<file path="config.mk">
export PLATFORM = sky130hd
export DESIGN_NAME = shuffled_minimal_standard_rng
export DESIGN_NICKNAME = d
export VERILOG_FILES = /design/src/rtl/core/smsrng_pkg.sv /design/src/rtl/core/smsrng_lcg.sv /design/src/rtl/core/shuffled_minimal_standard_rng.sv
export SDC_FILE = /design/constraint.sdc
export NUM_CORES = 2
export LEC_CHECK = 0
export BUFFER_PORTS_ARGS = -buffer_cell sky130_fd_sc_hd__buf_4
export CORE_MARGIN = 4
export CORE_UTILIZATION = 45
export DETAILED_ROUTE_END_ITERATION = 6
export GPL_ROUTABILITY_DRIVEN = 0
export HOLD_SLACK_MARGIN = 0.08
export PLACE_DENSITY = 0.6
export RECOVER_POWER = 25
export SLEW_MARGIN = 40
export SYNTH_ARGS = -nofsm -noshare
export SYNTH_HDL_FRONTEND = slang
export SYNTH_SLANG_ARGS = --single-unit
</file>
<file path="constraint.sdc">
create_clock -name clk_i -period 17.7 [get_ports clk_i]
set_clock_uncertainty 0.2 [all_clocks]
set_input_delay 0.885 -clock clk_i [delete_from_list [all_inputs] [get_ports clk_i]]
set_output_delay 0.885 -clock clk_i [all_outputs]
set_load 0.01 [all_outputs]
</file>
<file path="src/rtl/core/smsrng_pkg.sv">
// Shared constants for the shuffled minimal-standard random number generator.
// Used by smsrng_lcg and shuffled_minimal_standard_rng; no dependencies.
`default_nettype none

package smsrng_pkg;

  // generator constants
  localparam int unsigned VAL_W   = 31;
  localparam int unsigned MULT_W  = 15;
  localparam int unsigned PROD_W  = VAL_W + MULT_W;
  localparam logic [MULT_W-1:0] MULT    = 15'd16807;
  localparam logic [VAL_W-1:0]  MODULUS = 31'h7FFF_FFFF;

  // shuffle table geometry
  localparam int unsigned TABLE_SIZE    = 32;
  localparam int unsigned IDX_W         = $clog2(TABLE_SIZE);
  localparam int unsigned BUCKET        = 1 + (32'h7FFF_FFFF - 1) / TABLE_SIZE;
  localparam int unsigned DISCARD_STEPS = 8;

  // seeding step counter
  localparam int unsigned SEED_STEPS = DISCARD_STEPS + TABLE_SIZE;
  localparam int unsigned CNT_W      = $clog2(SEED_STEPS);

endpackage

`default_nettype wire

</file>
<file path="src/rtl/core/smsrng_lcg.sv">
// One step of the multiplicative congruential generator, x * 16807 mod 2^31-1.
// Product is registered, the Mersenne reduction follows in the next cycle.
// Depends on smsrng_pkg.
`default_nettype none

module smsrng_lcg (
  input  wire logic                            clk_i,
  input  wire logic                            mul_en_i,
  input  wire logic [smsrng_pkg::VAL_W-1:0]    x_i,
  output logic      [smsrng_pkg::VAL_W-1:0]    x_next_o
);

  logic [smsrng_pkg::PROD_W-1:0] prod_q;
  logic [smsrng_pkg::VAL_W:0]    sum;
  logic [smsrng_pkg::VAL_W:0]    modulus_ext;

  // product register
  always_ff @(posedge clk_i) begin
    if (mul_en_i) begin
      prod_q <= smsrng_pkg::PROD_W'(x_i) * smsrng_pkg::PROD_W'(smsrng_pkg::MULT);
    end
  end

  // fold high bits onto low bits, then one conditional subtract
  assign modulus_ext = {1'b0, smsrng_pkg::MODULUS};
  assign sum = {1'b0, prod_q[smsrng_pkg::VAL_W-1:0]}
             + (smsrng_pkg::VAL_W + 1)'(prod_q[smsrng_pkg::PROD_W-1:smsrng_pkg::VAL_W]);

  always_comb begin
    if (sum >= modulus_ext) begin
      x_next_o = smsrng_pkg::VAL_W'(sum - modulus_ext);
    end else begin
      x_next_o = sum[smsrng_pkg::VAL_W-1:0];
    end
  end

endmodule

`default_nettype wire

</file>
<file path="src/rtl/core/shuffled_minimal_standard_rng.sv">
// Top level of the shuffled minimal-standard random number generator.
// Depends on smsrng_pkg and smsrng_lcg.
//
// Usage:
//   Input channel (in_valid_i / in_stall_o, field request_i): an item with
//   request 1 asks for one number; an item with request 0 is taken and dropped.
//   Output channel (out_valid_o / out_stall_i, field value_o): one 31-bit
//   value in 1 .. 2^31-2 per request, held in an output register.
//   Seed register: cfg_wdata_i is written when cfg_we_i is high; write it only
//   while the block is idle (the block does not enforce this); the write re-arms seeding.
//   Request path: without seeding, the table read and multiply happen at the
//   accepting edge, the reduction and write-back into the output register at
//   the next. No new request is taken until the last one is written back.
//   The first request after reset or a seed write runs seeding first: 40
//   generator steps, each a multiply state and a reduce state (8 discarded,
//   32 filling the table), then the table read and the write-back.
//   Reset: the seed returns to -1 and the generator is marked unseeded; the
//   table contents are left as they are and are refilled by seeding.
//   A stalled output holds its value; no new item is taken until it leaves.
`default_nettype none

module shuffled_minimal_standard_rng (
  input  wire logic                           clk_i,
  input  wire logic                           rst_ni,
  input  wire logic                           in_valid_i,
  output logic                                in_stall_o,
  input  wire logic                           request_i,
  output logic                                out_valid_o,
  input  wire logic                           out_stall_i,
  output logic      [smsrng_pkg::VAL_W-1:0]   value_o,
  input  wire logic                           cfg_we_i,
  input  wire logic signed [31:0]             cfg_wdata_i
);

  typedef enum logic [2:0] {
    ST_IDLE,
    ST_SEED_MUL,
    ST_SEED_RED,
    ST_REQ_ISSUE,
    ST_REQ_FIN
  } state_e;

  localparam logic [smsrng_pkg::CNT_W-1:0] LAST_CNT =
    smsrng_pkg::CNT_W'(smsrng_pkg::SEED_STEPS - 1);
  localparam logic [smsrng_pkg::CNT_W-1:0] DISCARD_CNT =
    smsrng_pkg::CNT_W'(smsrng_pkg::DISCARD_STEPS);

  state_e                          state_q;
  logic signed [31:0]              seed_q;
  logic [smsrng_pkg::VAL_W-1:0]    gen_q;
  logic [smsrng_pkg::VAL_W-1:0]    held_q;
  logic [smsrng_pkg::CNT_W-1:0]    cnt_q;
  logic [smsrng_pkg::IDX_W-1:0]    idx_q;
  logic [smsrng_pkg::VAL_W-1:0]    rd_q;
  logic                            out_valid_q;
  logic [smsrng_pkg::VAL_W-1:0]    out_value_q;

  logic [smsrng_pkg::VAL_W-1:0]    mem_q [smsrng_pkg::TABLE_SIZE];

  logic                            in_accept;
  logic                            issue;
  logic                            mul_en;
  logic [smsrng_pkg::VAL_W-1:0]    lcg_next;
  logic [smsrng_pkg::VAL_W-1:0]    bucket_quot;
  logic [smsrng_pkg::IDX_W-1:0]    idx;
  logic [31:0]                     seed_mag;
  logic [31:0]                     seed_red;
  logic [smsrng_pkg::VAL_W-1:0]    start_val;
  logic                            mem_we;
  logic [smsrng_pkg::IDX_W-1:0]    mem_waddr;
  logic [smsrng_pkg::CNT_W-1:0]    fill_sel;

  // handshake
  assign in_stall_o  = (state_q != ST_IDLE) || (out_valid_q && out_stall_i);
  assign in_accept   = in_valid_i && !in_stall_o;
  assign out_valid_o = out_valid_q;
  assign value_o     = out_value_q;

  // table read and generator step start together
  assign issue  = (state_q == ST_REQ_ISSUE)
               || (in_accept && request_i && (held_q != '0));
  assign mul_en = issue || (state_q == ST_SEED_MUL);

  // entry select from the previous output, wraps by truncation
  assign bucket_quot = smsrng_pkg::VAL_W'(held_q / smsrng_pkg::BUCKET);
  assign idx         = bucket_quot[smsrng_pkg::IDX_W-1:0];

  // start value: magnitude of a negative seed mod 2^31-1, else one; never zero
  assign seed_mag = 32'd0 - seed_q;
  assign seed_red = (seed_mag >= {1'b0, smsrng_pkg::MODULUS})
                  ? seed_mag - {1'b0, smsrng_pkg::MODULUS} : seed_mag;
  always_comb begin
    if (seed_q[31] && (seed_red != 32'd0)) begin
      start_val = seed_red[smsrng_pkg::VAL_W-1:0];
    end else begin
      start_val = smsrng_pkg::VAL_W'(1);
    end
  end

  // generator step unit
  smsrng_lcg u_lcg (
    .clk_i    (clk_i),
    .mul_en_i (mul_en),
    .x_i      (gen_q),
    .x_next_o (lcg_next)
  );

  // table write: fill from the top entry down, or replace the picked entry
  assign fill_sel = LAST_CNT - cnt_q;
  always_comb begin
    mem_we    = 1'b0;
    mem_waddr = idx_q;
    if (state_q == ST_SEED_RED) begin
      mem_we    = (cnt_q >= DISCARD_CNT);
      mem_waddr = fill_sel[smsrng_pkg::IDX_W-1:0];
    end else if (state_q == ST_REQ_FIN) begin
      mem_we = 1'b1;
    end
  end

  // shuffle table memory, one write and one registered read port
  always_ff @(posedge clk_i) begin
    if (mem_we) begin
      mem_q[mem_waddr] <= lcg_next;
    end
    if (issue) begin
      rd_q  <= mem_q[idx];
      idx_q <= idx;
    end
  end

  // sequencer, generator state and output register
  always_ff @(posedge clk_i or negedge rst_ni) begin
    if (!rst_ni) begin
      state_q     <= ST_IDLE;
      seed_q      <= -32'sd1;
      gen_q       <= '0;
      held_q      <= '0;
      cnt_q       <= '0;
      out_valid_q <= 1'b0;
      out_value_q <= '0;
    end else begin
      if (out_valid_q && !out_stall_i) begin
        out_valid_q <= 1'b0;
      end
      if (cfg_we_i) begin
        seed_q <= cfg_wdata_i;
        held_q <= '0;
      end
      unique case (state_q)
        ST_IDLE: begin
          if (in_accept && request_i) begin
            if (held_q == '0) begin
              gen_q   <= start_val;
              cnt_q   <= '0;
              state_q <= ST_SEED_MUL;
            end else begin
              state_q <= ST_REQ_FIN;
            end
          end
        end
        ST_SEED_MUL: begin
          state_q <= ST_SEED_RED;
        end
        ST_SEED_RED: begin
          gen_q <= lcg_next;
          if (cnt_q == LAST_CNT) begin
            held_q  <= lcg_next;
            state_q <= ST_REQ_ISSUE;
          end else begin
            cnt_q   <= cnt_q + 1'b1;
            state_q <= ST_SEED_MUL;
          end
        end
        ST_REQ_ISSUE: begin
          state_q <= ST_REQ_FIN;
        end
        ST_REQ_FIN: begin
          gen_q       <= lcg_next;
          held_q      <= rd_q;
          out_value_q <= rd_q;
          out_valid_q <= 1'b1;
          state_q     <= ST_IDLE;
        end
        default: begin
          state_q <= ST_IDLE;
        end
      endcase
    end
  end

  // a new result only ever comes out of the write-back cycle
  assert property (@(posedge clk_i) disable iff (!rst_ni)
    $rose(out_valid_o) |-> $past(state_q == ST_REQ_FIN))
    else $error("result appeared outside write-back");

  // shuffled values are never the stuck generator value
  assert property (@(posedge clk_i) disable iff (!rst_ni)
    out_valid_o |-> (value_o != '0))
    else $error("zero value delivered");

  // the post-seeding request step follows only the last fill step
  assert property (@(posedge clk_i) disable iff (!rst_ni)
    (state_q == ST_REQ_ISSUE) |-> ($past(state_q == ST_SEED_RED) && (held_q != '0)))
    else $error("request step without completed seeding");

endmodule

`default_nettype wire

</file>
==> flow_metrics.py <==
metrics = {
    "routing": {
        "routedWlPerCell_um": 28.4,
        "postRouteAntennaNets": 0,
        "drc": 0,
        "firstDrtPassIters": 6,
        "drt_iter0_drc": 3096,
        "via_per_inst": 5.98,
        "vias": 32700,
        "routed_wl_mm": 155,
    },
    "die": {
        "die_area_um2": 133000,
        "start_util_pct": 45.5,
        "rows": 130,
        "core_area_um2": 126000,
        "die_x_um": 365,
        "io_pins": 71,
        "fp.dieH_um": 365,
    },
    "global_routing": {
        "grt_pass1_vias": 33100,
        "track_usage_pct": 23.8,
        "overflow": 0,
        "antenna_found_initial": 5,
        "grt_pass1_wl_mm": 229,
        "grt_start_max_net_pins": 115,
    },
    "sta": {
        "drv_slew": 827,
        "rsz0062_at_grt": "false",
        "setup_viol": 0,
        "max-slew-margin-rel_pct": -410,
        "worst_pin_slew_ns": 7.65,
        "hold_viol": 0,
        "fin_crit_sh_pct": 47.1,
        "max_freq_mhz": 120,
        "post-route-min-period_ns": 8.33,
        "setup_tns_ns": 0,
    },
    "worst_setup_path": {
        "crit_top_cell": "mux4_2",
        "worstPathRequired_ns": 18.09,
        "cp_max_fo": 114,
        "cp_slowest_stage_delay_ns": 5.34,
        "cp.depth": 4,
        "rr_endpoint": "rd_q[20]",
        "path_class": "reg2reg",
        "path_delay_family": "buffers and inverters",
        "path_cells": "clkbuf_1 > mux4_2 > mux4_2 > mux2_2",
        "startpoint_type": "flop",
        "cpMaxStageDelayCell": "clkbuf_1",
        "timing.critical_path.buf_inv": 1,
        "critPathCaptureType": "flop",
        "r2r-start": "held_q[27]",
        "arrival_ns": 8.73,
        "reg2reg_depth": 4,
        "r2r_slack_ns": 9.37,
    },
    "final_layout": {
        "area.sequential_um2": 35700,
        "nets": 4093,
        "multi_input_comb_area_um2": 20100,
        "fillCellCount": 10500,
        "fin_area_um2": 64500,
        "drive_gt1_share_pct": 20.1,
        "antenna_cells": 0,
        "syn2layout_area_growth_pct": 12.3,
        "final_util_pct": 51.1,
        "final_common_cell": "edfxtp_1",
        "final_cell_mix": "1074 x edfxtp_1, 338 x inv_1, 310 x mux4_2, 208 x ha_1, 194 x nand2_1",
    },
    "synthesis": {
        "synth_area_um2": 57500,
        "postSynthAreaPerCell_um2": 16.2,
        "syn_inst": 3550,
        "synth-edff-count": 1074,
        "synth_cell_types": 97,
        "ys_seq_area_share_pct": 62.1,
        "synth_nets": 3930,
        "ys_warn_count": 0,
        "synthArstFlopShare_pct": 11.2,
        "synth-seq-cells": 1209,
        "ys.flop_type": "edfxtp_1",
    },
    "clocking": {
        "path_clk_slew_ns": 0.06,
        "cts_tree": "done",
        "htreeDepth": 4,
        "cts_setup_buffers": 0,
        "cts-resized-gates": 0,
        "worst_skew_pair.late_latency_ns": 0.76,
        "clock-sinks": 1209,
        "root_buffer": "clkbuf_16",
        "cts_hold_buf": 1,
        "numCtsBuffers": 132,
        "cts.path.max_buffers": 3,
    },
    "worst_hold_path": {
        "hp-start": "cfg_wdata_i[3]",
        "worstHoldPathType": "in2reg",
        "hold_path_depth": 3,
        "min_to": "seed_q[3]",
    },
    "place": {
        "hpwl_mm": 96.5,
        "placed_area_um2": 60700,
        "numPortBuffers": 70,
    },
    "status": {
        "status": "finished, violations left",
        "violations": "capacitance limit, slew limit",
    },
    "run": {
        "drv_cap": 23,
    },
}
## worst reg2reg max path, delay by kind of cell (launching register included)
family / cells / cell delay, ns
muxes: 3 / 1.83
buffers and inverters: 1 / 5.34
DFF: 1 / 0.80
## synth_stat cells, drive strengths merged, types with 8 or more instances
cell type     n  area share (%)
mux4        310              12
and2         15            0.16
or2          14            0.15
nand2b       14            0.15
o2111ai      11            0.20
o211ai       29            0.39
nand2       195             1.3
a31oi        13            0.14
and3         36            0.39
a21o         38            0.50
nor3         39            0.35
buf          41            0.36
inv         345             2.3
edfxtp     1074              56
nor2        137            0.89
or4          11            0.16
o21ai        92            0.81
mux2         52             1.0
a222oi       10            0.17
nand3        52            0.46
or3          14            0.16
nand4        25            0.27
dfstp        32             1.5
fa          134             4.7
a211oi       10            0.14
nor2b         8           0.087
o21a         18            0.24
dfrtp       103             4.5
a221o        19            0.33
ha          208             4.5
nor4         37            0.48
o221ai       12            0.18
nor3b        10            0.13
clkbuf       92            0.60
xor2         31            0.47
xnor2        74             1.1
a21oi        74            0.64
## routing by layer
layer  share of wire (%)  GRT usage, %  vias up
met5               0.017             0        -
met4                 2.6          5.95        4
met3                 7.8          4.54      247
met2                  47          38.0     1279
met1                  42          34.0    17100
li1                    -             -    14000
## registers in the layout (all words and copies together) (netlist names)
register	flops
held_q	31
cnt_q	6
idx_q	5
gen_q	31
mem_q	992
state_q	3
seed_q	32
rd_q	31
value_o	31
u_lcg.prod_q	46
out_valid_o	1
## worst max-delay path by stage
stage,start,end
6_report,held_q[27],rd_q[20]
2_1_floorplan,gen_q[17],u_lcg.prod_q[44]
3_3_place_gp,gen_q[11],u_lcg.prod_q[44]
3_5_place_dp,gen_q[17],u_lcg.prod_q[44]
5_1_grt,rst_ni,held_q[29]
4_1_cts,gen_q[17],u_lcg.prod_q[44]
## through the flow
| step | setup slack [ns] | std cells | hold WS (ns) |
|---|---|---|---|
| 2_1_floorplan | 11.18 | 3550 | 0.223 |
| 3_3_place_gp | 10.74 | 5226 | 0.263 |
| 3_5_place_dp | 10.66 | 5228 | 0.269 |
| 4_1_cts | 10.63 | 5466 | 0.103 |
| 5_1_grt | 8.18 | 5466 | 0.139 |
| 6_report | 9.37 | 5466 | 0.145 |
## cell type report
class                           count  share of cell area [%]
Clock buffer                      169                    5.54
Clock inverter                     68                    1.13
Inverter                          345                    2.01
Multi-Input combinational cell   1862                    31.2
Sequential cell                  1209                    55.3
Tap cell                         1650                    3.20
Timing Repair Buffer              163                    1.65
## cell families after synthesis
group / synth area share (%)
compound gates: 5.00
flops: 62.1
fa+ha+maj: 9.20
buf+inv: 3.23
simple gates: 5.65
xor+xnor: 1.61
mux: 13.2
Power is not shown: default switching activity piles up to over one toggle a cycle in this logic, so the estimate is an artifact.
